$ cat src/design/stc_pkg.sv
// Shared types, constants and row functions for the stabilizer tableau block
`timescale 1ns / 1ps

package stc_pkg;

  localparam int MAX_QUBITS = 16;
  localparam int ROW_COUNT  = 2 * MAX_QUBITS;
  localparam int ROW_W      = $clog2(ROW_COUNT);
  localparam int QIDX_W     = (MAX_QUBITS > 1) ? $clog2(MAX_QUBITS) : 1;
  localparam int QCNT_W     = $clog2(MAX_QUBITS + 1);
  localparam int GATE_W     = 3;
  localparam int QB_W       = 5;
  localparam int NQ_W       = 5;
  localparam int SIGNS_W    = 32;

  // Gate codes
  localparam logic [GATE_W-1:0] GATE_H    = 3'd0;
  localparam logic [GATE_W-1:0] GATE_S    = 3'd1;
  localparam logic [GATE_W-1:0] GATE_X    = 3'd2;
  localparam logic [GATE_W-1:0] GATE_Z    = 3'd3;
  localparam logic [GATE_W-1:0] GATE_Y    = 3'd4;
  localparam logic [GATE_W-1:0] GATE_CNOT = 3'd5;

  typedef struct packed {
    logic [GATE_W-1:0] gate;
    logic [QB_W-1:0]   qubit_a;
    logic [QB_W-1:0]   qubit_b;
  } in_t;

  typedef struct packed {
    logic               error;
    logic               stabilizers_commute;
    logic [SIGNS_W-1:0] row_signs;
  } out_t;

  typedef struct packed {
    logic [MAX_QUBITS-1:0] x;
    logic [MAX_QUBITS-1:0] z;
  } row_t;

  typedef struct packed {
    row_t row;
    logic flip;
  } row_upd_t;

  // Tableau memory access: one write port, two read ports
  typedef struct packed {
    logic             we;
    logic [ROW_W-1:0] waddr;
    row_t             wdata;
    logic [ROW_W-1:0] raddr_a;
    logic [ROW_W-1:0] raddr_b;
  } mem_req_t;

  typedef enum logic [2:0] {
    ST_INIT,
    ST_IDLE,
    ST_APPLY,
    ST_PREP,
    ST_CHECK,
    ST_DONE
  } state_t;

  // Zero or anything above the maximum selects the maximum
  function automatic logic [QCNT_W-1:0] effective_n(input logic [NQ_W-1:0] v);
    logic [QCNT_W-1:0] res;
    if (v == '0 || 32'(v) > MAX_QUBITS) begin
      res = QCNT_W'(MAX_QUBITS);
    end else begin
      res = QCNT_W'(v);
    end
    return res;
  endfunction

  // Starting content of one row: destabilisers X_i, stabilisers Z_i
  function automatic row_t init_row(input logic [ROW_W-1:0] r,
                                    input logic [QCNT_W-1:0] n);
    row_t          res;
    logic [ROW_W:0] rr;
    logic [ROW_W:0] nn;
    logic [ROW_W:0] twon;
    logic [ROW_W:0] off;
    rr   = {1'b0, r};
    nn   = (ROW_W + 1)'(n);
    twon = nn << 1;
    off  = rr - nn;
    res  = '0;
    if (rr < nn) begin
      res.x[r[QIDX_W-1:0]] = 1'b1;
    end
    if (rr >= nn && rr < twon) begin
      res.z[off[QIDX_W-1:0]] = 1'b1;
    end
    return res;
  endfunction

  // Conjugate one row by a gate and give its sign flip
  function automatic row_upd_t apply_gate(input row_t row,
                                          input logic [GATE_W-1:0] g,
                                          input logic [QIDX_W-1:0] a,
                                          input logic [QIDX_W-1:0] b);
    row_upd_t res;
    logic     xa;
    logic     za;
    logic     xb;
    logic     zb;
    xa       = row.x[a];
    za       = row.z[a];
    xb       = row.x[b];
    zb       = row.z[b];
    res.row  = row;
    res.flip = 1'b0;
    case (g)
      GATE_H: begin
        res.flip     = xa & za;
        res.row.x[a] = za;
        res.row.z[a] = xa;
      end
      GATE_S: begin
        res.flip     = xa & za;
        res.row.z[a] = za ^ xa;
      end
      GATE_X: res.flip = za;
      GATE_Z: res.flip = xa;
      GATE_Y: res.flip = xa ^ za;
      GATE_CNOT: begin
        res.flip     = xa & zb & ~(xb ^ za);
        res.row.x[b] = xb ^ xa;
        res.row.z[a] = za ^ zb;
      end
      default: res.flip = 1'b0;
    endcase
    return res;
  endfunction

endpackage

$ cat src/design/stc_tab_mem.sv
// Tableau row memory: one write port, two registered read ports
`timescale 1ns / 1ps

module stc_tab_mem
  import stc_pkg::*;
(
  input  logic     clk,
  input  mem_req_t req,
  output row_t     rd_a,
  output row_t     rd_b
);

  row_t mem [ROW_COUNT];

  // Write the addressed row
  always_ff @(posedge clk) begin
    if (req.we) begin
      mem[req.waddr] <= req.wdata;
    end
  end

  // Read both ports into registered outputs
  always_ff @(posedge clk) begin
    rd_a <= mem[req.raddr_a];
    rd_b <= mem[req.raddr_b];
  end

endmodule

$ cat src/design/stc_seq.sv
// Sequencer: tableau init sweep, gate row sweep and commutation pair sweep
`timescale 1ns / 1ps

module stc_seq
  import stc_pkg::*;
(
  input  logic            clk,
  input  logic            rst,
  input  logic            cfg_we,
  input  logic [NQ_W-1:0] cfg_data,
  input  logic            in_valid,
  output logic            in_ready,
  input  in_t             in_data,
  output logic            res_valid,
  input  logic            res_take,
  output out_t            result,
  output mem_req_t        req,
  input  row_t            rd_a,
  input  row_t            rd_b
);

  state_t               state, state_next;
  logic [QCNT_W-1:0]    nq, nq_next;
  logic [ROW_W-1:0]     cnt, cnt_next;
  logic [ROW_W-1:0]     cnt_b, cnt_b_next;
  logic [ROW_W-1:0]     prow, prow_next;
  logic                 issued, issued_next;
  logic                 pipe_vld, pipe_vld_next;
  logic [ROW_COUNT-1:0] sign, sign_next;
  logic                 acc, acc_next;
  logic                 err, err_next;
  logic [GATE_W-1:0]    gate, gate_next;
  logic [QIDX_W-1:0]    qa, qa_next;
  logic [QIDX_W-1:0]    qb, qb_next;

  logic [QCNT_W:0]      twon;
  logic [ROW_W-1:0]     last_row;
  logic                 bad_in;
  row_upd_t             upd;
  logic                 anti;

  assign twon     = {nq, 1'b0};
  assign last_row = ROW_W'(twon - 1'b1);

  // Reject out-of-range qubits and a CNOT onto itself
  assign bad_in = (in_data.qubit_a >= QB_W'(nq)) ||
                  (in_data.gate == GATE_CNOT &&
                   (in_data.qubit_b >= QB_W'(nq) || in_data.qubit_a == in_data.qubit_b));

  assign upd  = apply_gate(rd_a, gate, qa, qb);
  assign anti = ^((rd_a.x & rd_b.z) ^ (rd_b.x & rd_a.z));

  assign result.error               = err;
  assign result.stabilizers_commute = acc;
  assign result.row_signs           = SIGNS_W'(sign);

  // Next state and memory requests
  always_comb begin
    state_next    = state;
    nq_next       = nq;
    cnt_next      = cnt;
    cnt_b_next    = cnt_b;
    prow_next     = prow;
    issued_next   = issued;
    pipe_vld_next = pipe_vld;
    sign_next     = sign;
    acc_next      = acc;
    err_next      = err;
    gate_next     = gate;
    qa_next       = qa;
    qb_next       = qb;
    req           = '0;
    in_ready      = 1'b0;
    res_valid     = 1'b0;

    unique case (state)
      ST_INIT: begin
        req.we    = 1'b1;
        req.waddr = cnt;
        req.wdata = init_row(cnt, nq);
        if (cnt == ROW_W'(ROW_COUNT - 1)) begin
          state_next = ST_IDLE;
        end else begin
          cnt_next = cnt + 1'b1;
        end
      end

      ST_IDLE: begin
        in_ready = 1'b1;
        if (in_valid) begin
          gate_next     = in_data.gate;
          qa_next       = in_data.qubit_a[QIDX_W-1:0];
          qb_next       = in_data.qubit_b[QIDX_W-1:0];
          err_next      = bad_in;
          cnt_next      = '0;
          issued_next   = 1'b0;
          pipe_vld_next = 1'b0;
          if (!bad_in && in_data.gate <= GATE_CNOT) begin
            state_next = ST_APPLY;
          end else begin
            state_next = ST_PREP;
          end
        end
      end

      ST_APPLY: begin
        // issue reads row by row
        if (!issued) begin
          req.raddr_a   = cnt;
          pipe_vld_next = 1'b1;
          prow_next     = cnt;
          if (cnt == last_row) begin
            issued_next = 1'b1;
          end else begin
            cnt_next = cnt + 1'b1;
          end
        end else begin
          pipe_vld_next = 1'b0;
        end
        // modify and write back the row read last cycle
        if (pipe_vld) begin
          req.we          = 1'b1;
          req.waddr       = prow;
          req.wdata       = upd.row;
          sign_next[prow] = sign[prow] ^ upd.flip;
          if (prow == last_row) begin
            state_next = ST_PREP;
          end
        end
      end

      ST_PREP: begin
        cnt_next      = ROW_W'(nq);
        cnt_b_next    = ROW_W'(nq + 1'b1);
        acc_next      = 1'b1;
        issued_next   = (nq == QCNT_W'(1));
        pipe_vld_next = 1'b0;
        state_next    = ST_CHECK;
      end

      ST_CHECK: begin
        // walk stabiliser pairs i < j
        if (!issued) begin
          req.raddr_a   = cnt;
          req.raddr_b   = cnt_b;
          pipe_vld_next = 1'b1;
          if (cnt_b == last_row) begin
            if (ROW_W'(cnt + 1'b1) == last_row) begin
              issued_next = 1'b1;
            end else begin
              cnt_next   = cnt + 1'b1;
              cnt_b_next = ROW_W'(cnt + 2'd2);
            end
          end else begin
            cnt_b_next = cnt_b + 1'b1;
          end
        end else begin
          pipe_vld_next = 1'b0;
        end
        // drop the flag on any anticommuting pair
        if (pipe_vld && anti) begin
          acc_next = 1'b0;
        end
        if (issued && !pipe_vld) begin
          state_next = ST_DONE;
        end
      end

      ST_DONE: begin
        res_valid = 1'b1;
        if (res_take) begin
          state_next = ST_IDLE;
        end
      end

      default: state_next = ST_INIT;
    endcase

    // A register write restarts the tableau
    if (cfg_we) begin
      nq_next       = effective_n(cfg_data);
      state_next    = ST_INIT;
      cnt_next      = '0;
      sign_next     = '0;
      issued_next   = 1'b0;
      pipe_vld_next = 1'b0;
    end
  end

  // Control state
  always_ff @(posedge clk) begin
    if (rst) begin
      state    <= ST_INIT;
      nq       <= effective_n(NQ_W'(MAX_QUBITS));
      cnt      <= '0;
      sign     <= '0;
      issued   <= 1'b0;
      pipe_vld <= 1'b0;
    end else begin
      state    <= state_next;
      nq       <= nq_next;
      cnt      <= cnt_next;
      sign     <= sign_next;
      issued   <= issued_next;
      pipe_vld <= pipe_vld_next;
    end
  end

  // Working registers of the current transaction
  always_ff @(posedge clk) begin
    cnt_b <= cnt_b_next;
    prow  <= prow_next;
    acc   <= acc_next;
    err   <= err_next;
    gate  <= gate_next;
    qa    <= qa_next;
    qb    <= qb_next;
  end

endmodule

$ cat src/design/stabilizer_tableau_clifford_top.sv
// Top level of the stabilizer tableau block with its output register
//
//  channel  direction  signals                      transaction
//  cfg      in         cfg_we, cfg_data             write when cfg_we is high
//  in       in         in_valid, in_ready, in_data  gate and qubit indices
//  out      out        out_valid, out_ready, out_data  error, commute flag, signs
//
// For a valid gate the row sweep does one memory read and one write-back per
// row for each of the 2n rows, then the pair sweep reads the n(n-1)/2 stabiliser
// pairs on the two read ports (n of two or more), with control states around them.
// Reset and every num_qubits write start a pass that rewrites every row;
// no transaction is taken during it. A stalled output holds in its
// register while the next gate is taken and processed.
`timescale 1ns / 1ps

module stabilizer_tableau_clifford_top
  import stc_pkg::*;
(
  input  logic            clk,
  input  logic            rst,
  input  logic            cfg_we,
  input  logic [NQ_W-1:0] cfg_data,
  input  logic            in_valid,
  output logic            in_ready,
  input  in_t             in_data,
  output logic            out_valid,
  input  logic            out_ready,
  output out_t            out_data
);

  mem_req_t req;
  row_t     rd_a;
  row_t     rd_b;
  logic     res_valid;
  logic     res_take;
  out_t     result;

  stc_tab_mem u_mem (
    .clk  (clk),
    .req  (req),
    .rd_a (rd_a),
    .rd_b (rd_b)
  );

  stc_seq u_seq (
    .clk       (clk),
    .rst       (rst),
    .cfg_we    (cfg_we),
    .cfg_data  (cfg_data),
    .in_valid  (in_valid),
    .in_ready  (in_ready),
    .in_data   (in_data),
    .res_valid (res_valid),
    .res_take  (res_take),
    .result    (result),
    .req       (req),
    .rd_a      (rd_a),
    .rd_b      (rd_b)
  );

  // Move a finished result into the output register when it is free
  assign res_take = res_valid && (!out_valid || out_ready);

  always_ff @(posedge clk) begin
    if (rst) begin
      out_valid <= 1'b0;
    end else if (res_take) begin
      out_valid <= 1'b1;
    end else if (out_ready) begin
      out_valid <= 1'b0;
    end
  end

  always_ff @(posedge clk) begin
    if (res_take) begin
      out_data <= result;
    end
  end

endmodule
$ cat config.mk
export PLATFORM = sky130hd
export DESIGN_NAME = stabilizer_tableau_clifford_top
export DESIGN_NICKNAME = d
export VERILOG_FILES = /design/src/design/stc_pkg.sv /design/src/design/stc_tab_mem.sv /design/src/design/stc_seq.sv /design/src/design/stabilizer_tableau_clifford_top.sv
export SDC_FILE = /design/constraint.sdc
export NUM_CORES = 2
export LEC_CHECK = 0
export CORE_ASPECT_RATIO = 2
export CORE_MARGIN = 5
export CORE_UTILIZATION = 40
export DETAILED_ROUTE_END_ITERATION = 8
export DONT_BUFFER_PORTS = 1
export PLACE_DENSITY = 0.51
export SLEW_MARGIN = 20
export SYNTH_ARGS = -nofsm -noshare
export SYNTH_HDL_FRONTEND = slang
export SYNTH_SLANG_ARGS = --single-unit
$ cat constraint.sdc
create_clock -name clk -period 5.4 [get_ports clk]
set_clock_uncertainty 0.15 [all_clocks]
set_input_delay 1.08 -clock clk [delete_from_list [all_inputs] [get_ports clk]]
set_output_delay 1.08 -clock clk [all_outputs]
set_load 0.05 [all_outputs]
==> impl_metrics.csv <==
group,metric,value,unit
run_status,run_status,"complete, no violations",
logic_synthesis,syn_avg_cell_area,11.7,µm²
floorplanning,die_w,284,µm
logic_synthesis,ys.flop_type,"edfxtp_1",
logic_synthesis,yosys_warnings,0,
global_routing,grt_pass1_wl,333000,µm
clocking,cts_resized,0,
global_routing,grt_max_degree,193,
clocking,cts_buffer_depth,3,
logic_synthesis,syn-num-nets,5182,
job,cap_violations,0,
logic_synthesis,synth_cells,5127,
floorplanning,core,150000,µm²
route,final_antenna_net_count,0,
logic_synthesis,ys_types,68,
power,total_power,18.7,mW
setup_path,path_class,"flip-flop to flip-flop",
hold_path,min_path_type,"input pin to flip-flop",
route,drc,0,
timing,max-slew-margin-rel,0.117,
floorplanning,die_area,159000,µm²
clocking,clkTransAtPathRegs,0.08,ns
floorplanning,die_y,558,µm
setup_path,worst-path-max-fanout,20,
timing,final.setup.tns,0,ns
cells_and_area,area_growth,11.4,%
timing,worst_slew_pin_slew,1.31,ns
global_routing,grtUsageTotal,0.288,
clocking,cts_setup_buffers,0,
place,gp_congestion,0.989,
logic_synthesis,yosysSeqAreaShare,0.577,
setup_path,cp.required,5.83,ns
hold_path,holdPathStages,1,
route,viasPerCell,6.63,
floorplanning,ios,59,
logic_synthesis,yosysTopAreaCellShare,0.540,
cells_and_area,nNetsFinal,5025,
setup_path,arrival,4.99,ns
clocking,cts.sinks,1193,
clocking,postCtsHoldBufs,0,
place,io_buffers,0,
power,p_leak,22.1,nW
route,wl_per_cell,34.1,µm
floorplanning,rows,201,
timing,hold_viol,0,
logic_synthesis,synth_area_leaders,"edfxtp_1 54%, mux2i_1 6.8%, a211oi_1 4.6%, dfxtp_1 3.7%, nand2_1 3.2%",
route,dr.pass1.iters,6,
setup_path,worst-r2r-cell-count,10,
setup_path,slowest_delay,0.94,ns
logic_synthesis,synth_area,60100,µm²
logic_synthesis,yosysTopAreaCell,"edfxtp_1",
timing,min_period,4.56,ns
timing,finalMaxSlewViolations,0,
timing,period_share,0.845,
setup_path,cp-start-kind,"flip-flop",
logic_synthesis,ys_seq_elements,1193,
route,wirelength,238000,µm
global_routing,grt_remaining_overflow,0,
cells_and_area,stdcell_count,6990,
global_routing,grt_pass1_vias,46100,
clocking,cts_buffers,107,
setup_path,critPathCaptureType,"flip-flop",
clocking,cts_tree,"done",
global_routing,antenna_found_initial,4,
power,vdd_drop_max,0.235,mV
setup_path,crit_chain,"mux4_2 > mux2i_1 > mux2_4 > inv_1 > ha_1 > nor2_1 > o21ai_0 > a211oi_1 > o32ai_4 > buf_6",
logic_synthesis,synth-edff-count,1081,
cells_and_area,drive_gt1_frac,0.120,
route,num_vias,46300,
floorplanning,start_util,0.402,
setup_path,rrSetupSlack,0.84,ns
clocking,root_buffer,"clkbuf_16",
timing,setup_viol_count_final,0,
logic_synthesis,synth_async_sr_flop_share,0,
timing,max_freq,219,MHz
clocking,h-tree-depth,3,
power,power_density,280,nW/µm²
setup_path,slowest_stage,"edfxtp_1",
timing,rsz0062_at_grt,"false",
place,hpwl,141000,µm
place,placed_cells,6786,
route,drt-initial-drc-count,4336,
clocking,clock_latency,0.74,ns
kinds of logic after synthesis:
family	synth area share
compound gates	0.163
xor+xnor	0.0103
fa+ha+maj	0.00678
buf+inv	0.0339
flops	0.577
mux	0.107
simple gates	0.102
where the power goes:
group	leakage (nW)	switching, mW	internal (mW)
clock network	1.71	3.58	4.31
registers	10.6	0.0853	10.0
logic	9.74	0.455	0.270
total	22.1	4.12	14.6
path summary, 6_finish.rpt:
path,endpoint,from
hold reg to reg,out_data[33],u_seq.err
setup / recovery,u_mem.mem[2][11],u_seq.qa[0]
setup reg to reg,u_mem.mem[2][11],u_seq.qa[0]
hold / removal,u_seq.nq[2],rst
per-layer routing:
layer	part of all wire	routed length [µm]	track usage	vias to the layer above
met2	0.50	119000	0.506	2254
li1	-	-	-	19800
met1	0.35	84100	0.324	23500
met3	0.062	14800	0.0336	738
met5	0.000055	13	0	-
met4	0.087	20700	0.206	2
registers in the layout (all words and copies together), names as in the netlist, 4 cells and up:
name,flops
out_data,34
u_seq.prow,5
u_mem.rd_a,32
u_seq.nq,5
u_seq.cnt,5
u_seq.qa,4
u_seq.qb,4
u_mem.mem,1024
u_mem.rd_b,32
u_seq.sign,32
u_seq.cnt_b,5
cells in the mapped netlist, drive strengths merged (4+ instances only):
cell,count
xor2,24
nor4,7
o21a,37
nand2,509
and2,5
a211oi,367
and3,261
dfxtp,112
clkbuf,416
nand4,5
a21oi,209
a21o,6
o31ai,9
o32ai,8
a221oi,33
o22ai,36
mux2,162
nand3b,6
a22o,5
ha,31
or2,6
buf,82
mux4,22
inv,24
o221ai,166
nor3,26
nand2b,19
mux2i,409
or4,4
xnor2,47
nand3,223
a311o,64
nor2b,18
or3,5
a32oi,4
o2bb2ai,8
a31oi,205
o21ai,151
o211ai,72
nor2,209
edfxtp,1081
a22oi,14
final cells by class:
cell class | instances | area, µm²
inverter | 25 | 93.8
multi-input combinational | 3411 | 24000
antenna | 3 | 7.51
tap | 1928 | 2410
clock buffer | 137 | 2920
timing repair buffer | 232 | 2290
sequential | 1193 | 34700
clock inverter | 61 | 596
fill | 13600 | 82600
critical path: cells and delay by family, from the launching register on:
family                   cells  cell delay, ns
adder cells (fa/ha/maj)      1            0.73
flip-flops                   1            0.94
AO/OA/AOI/OAI                3            1.01
multiplexers                 3            1.06
buffers and inverters        2            0.38
AND/OR/NAND/NOR              1            0.10
cell usage in the layout (no fill, tap or decap), types with 22 or more instances in the layout:
cell type,instances
edfxtp_1,1081
nand2_1,500
mux2i_1,409
a211oi_1,366
and3_1,261
nand3_1,223
a21oi_1,209
a31oi_1,205
buf_4,187
nor2_1,175
o221ai_1,162
o21ai_0,130
clkbuf_16,112
dfxtp_1,110
mux2_2,104
o211ai_1,72
a311o_1,64
mux2_1,57
xnor2_1,47
buf_12,41
o21a_1,37
o22ai_1,36
nor2_4,33
a221oi_1,33
ha_1,31
inv_1,23
xor2_1,23
nor3_1,23
clkbuf_1,23
mux4_2,22
stage by stage:
stage / setup slack [ns] / hold WS, ns / cell area, µm² / util
final: 0.837 / 0.259 / 67000 / 0.448
after global routing: 0.586 / 0.250 / 67000 / 0.448
after CTS: 0.723 / 0.215 / 66900 / 0.447
after detailed placement: 0.760 / 0.260 / 63400 / 0.424
after global placement: 0.672 / 0.259 / 63400 / 0.424
after floorplan: 0.721 / 0.250 / 60100 / -
(Power assumes the default switching activity.)
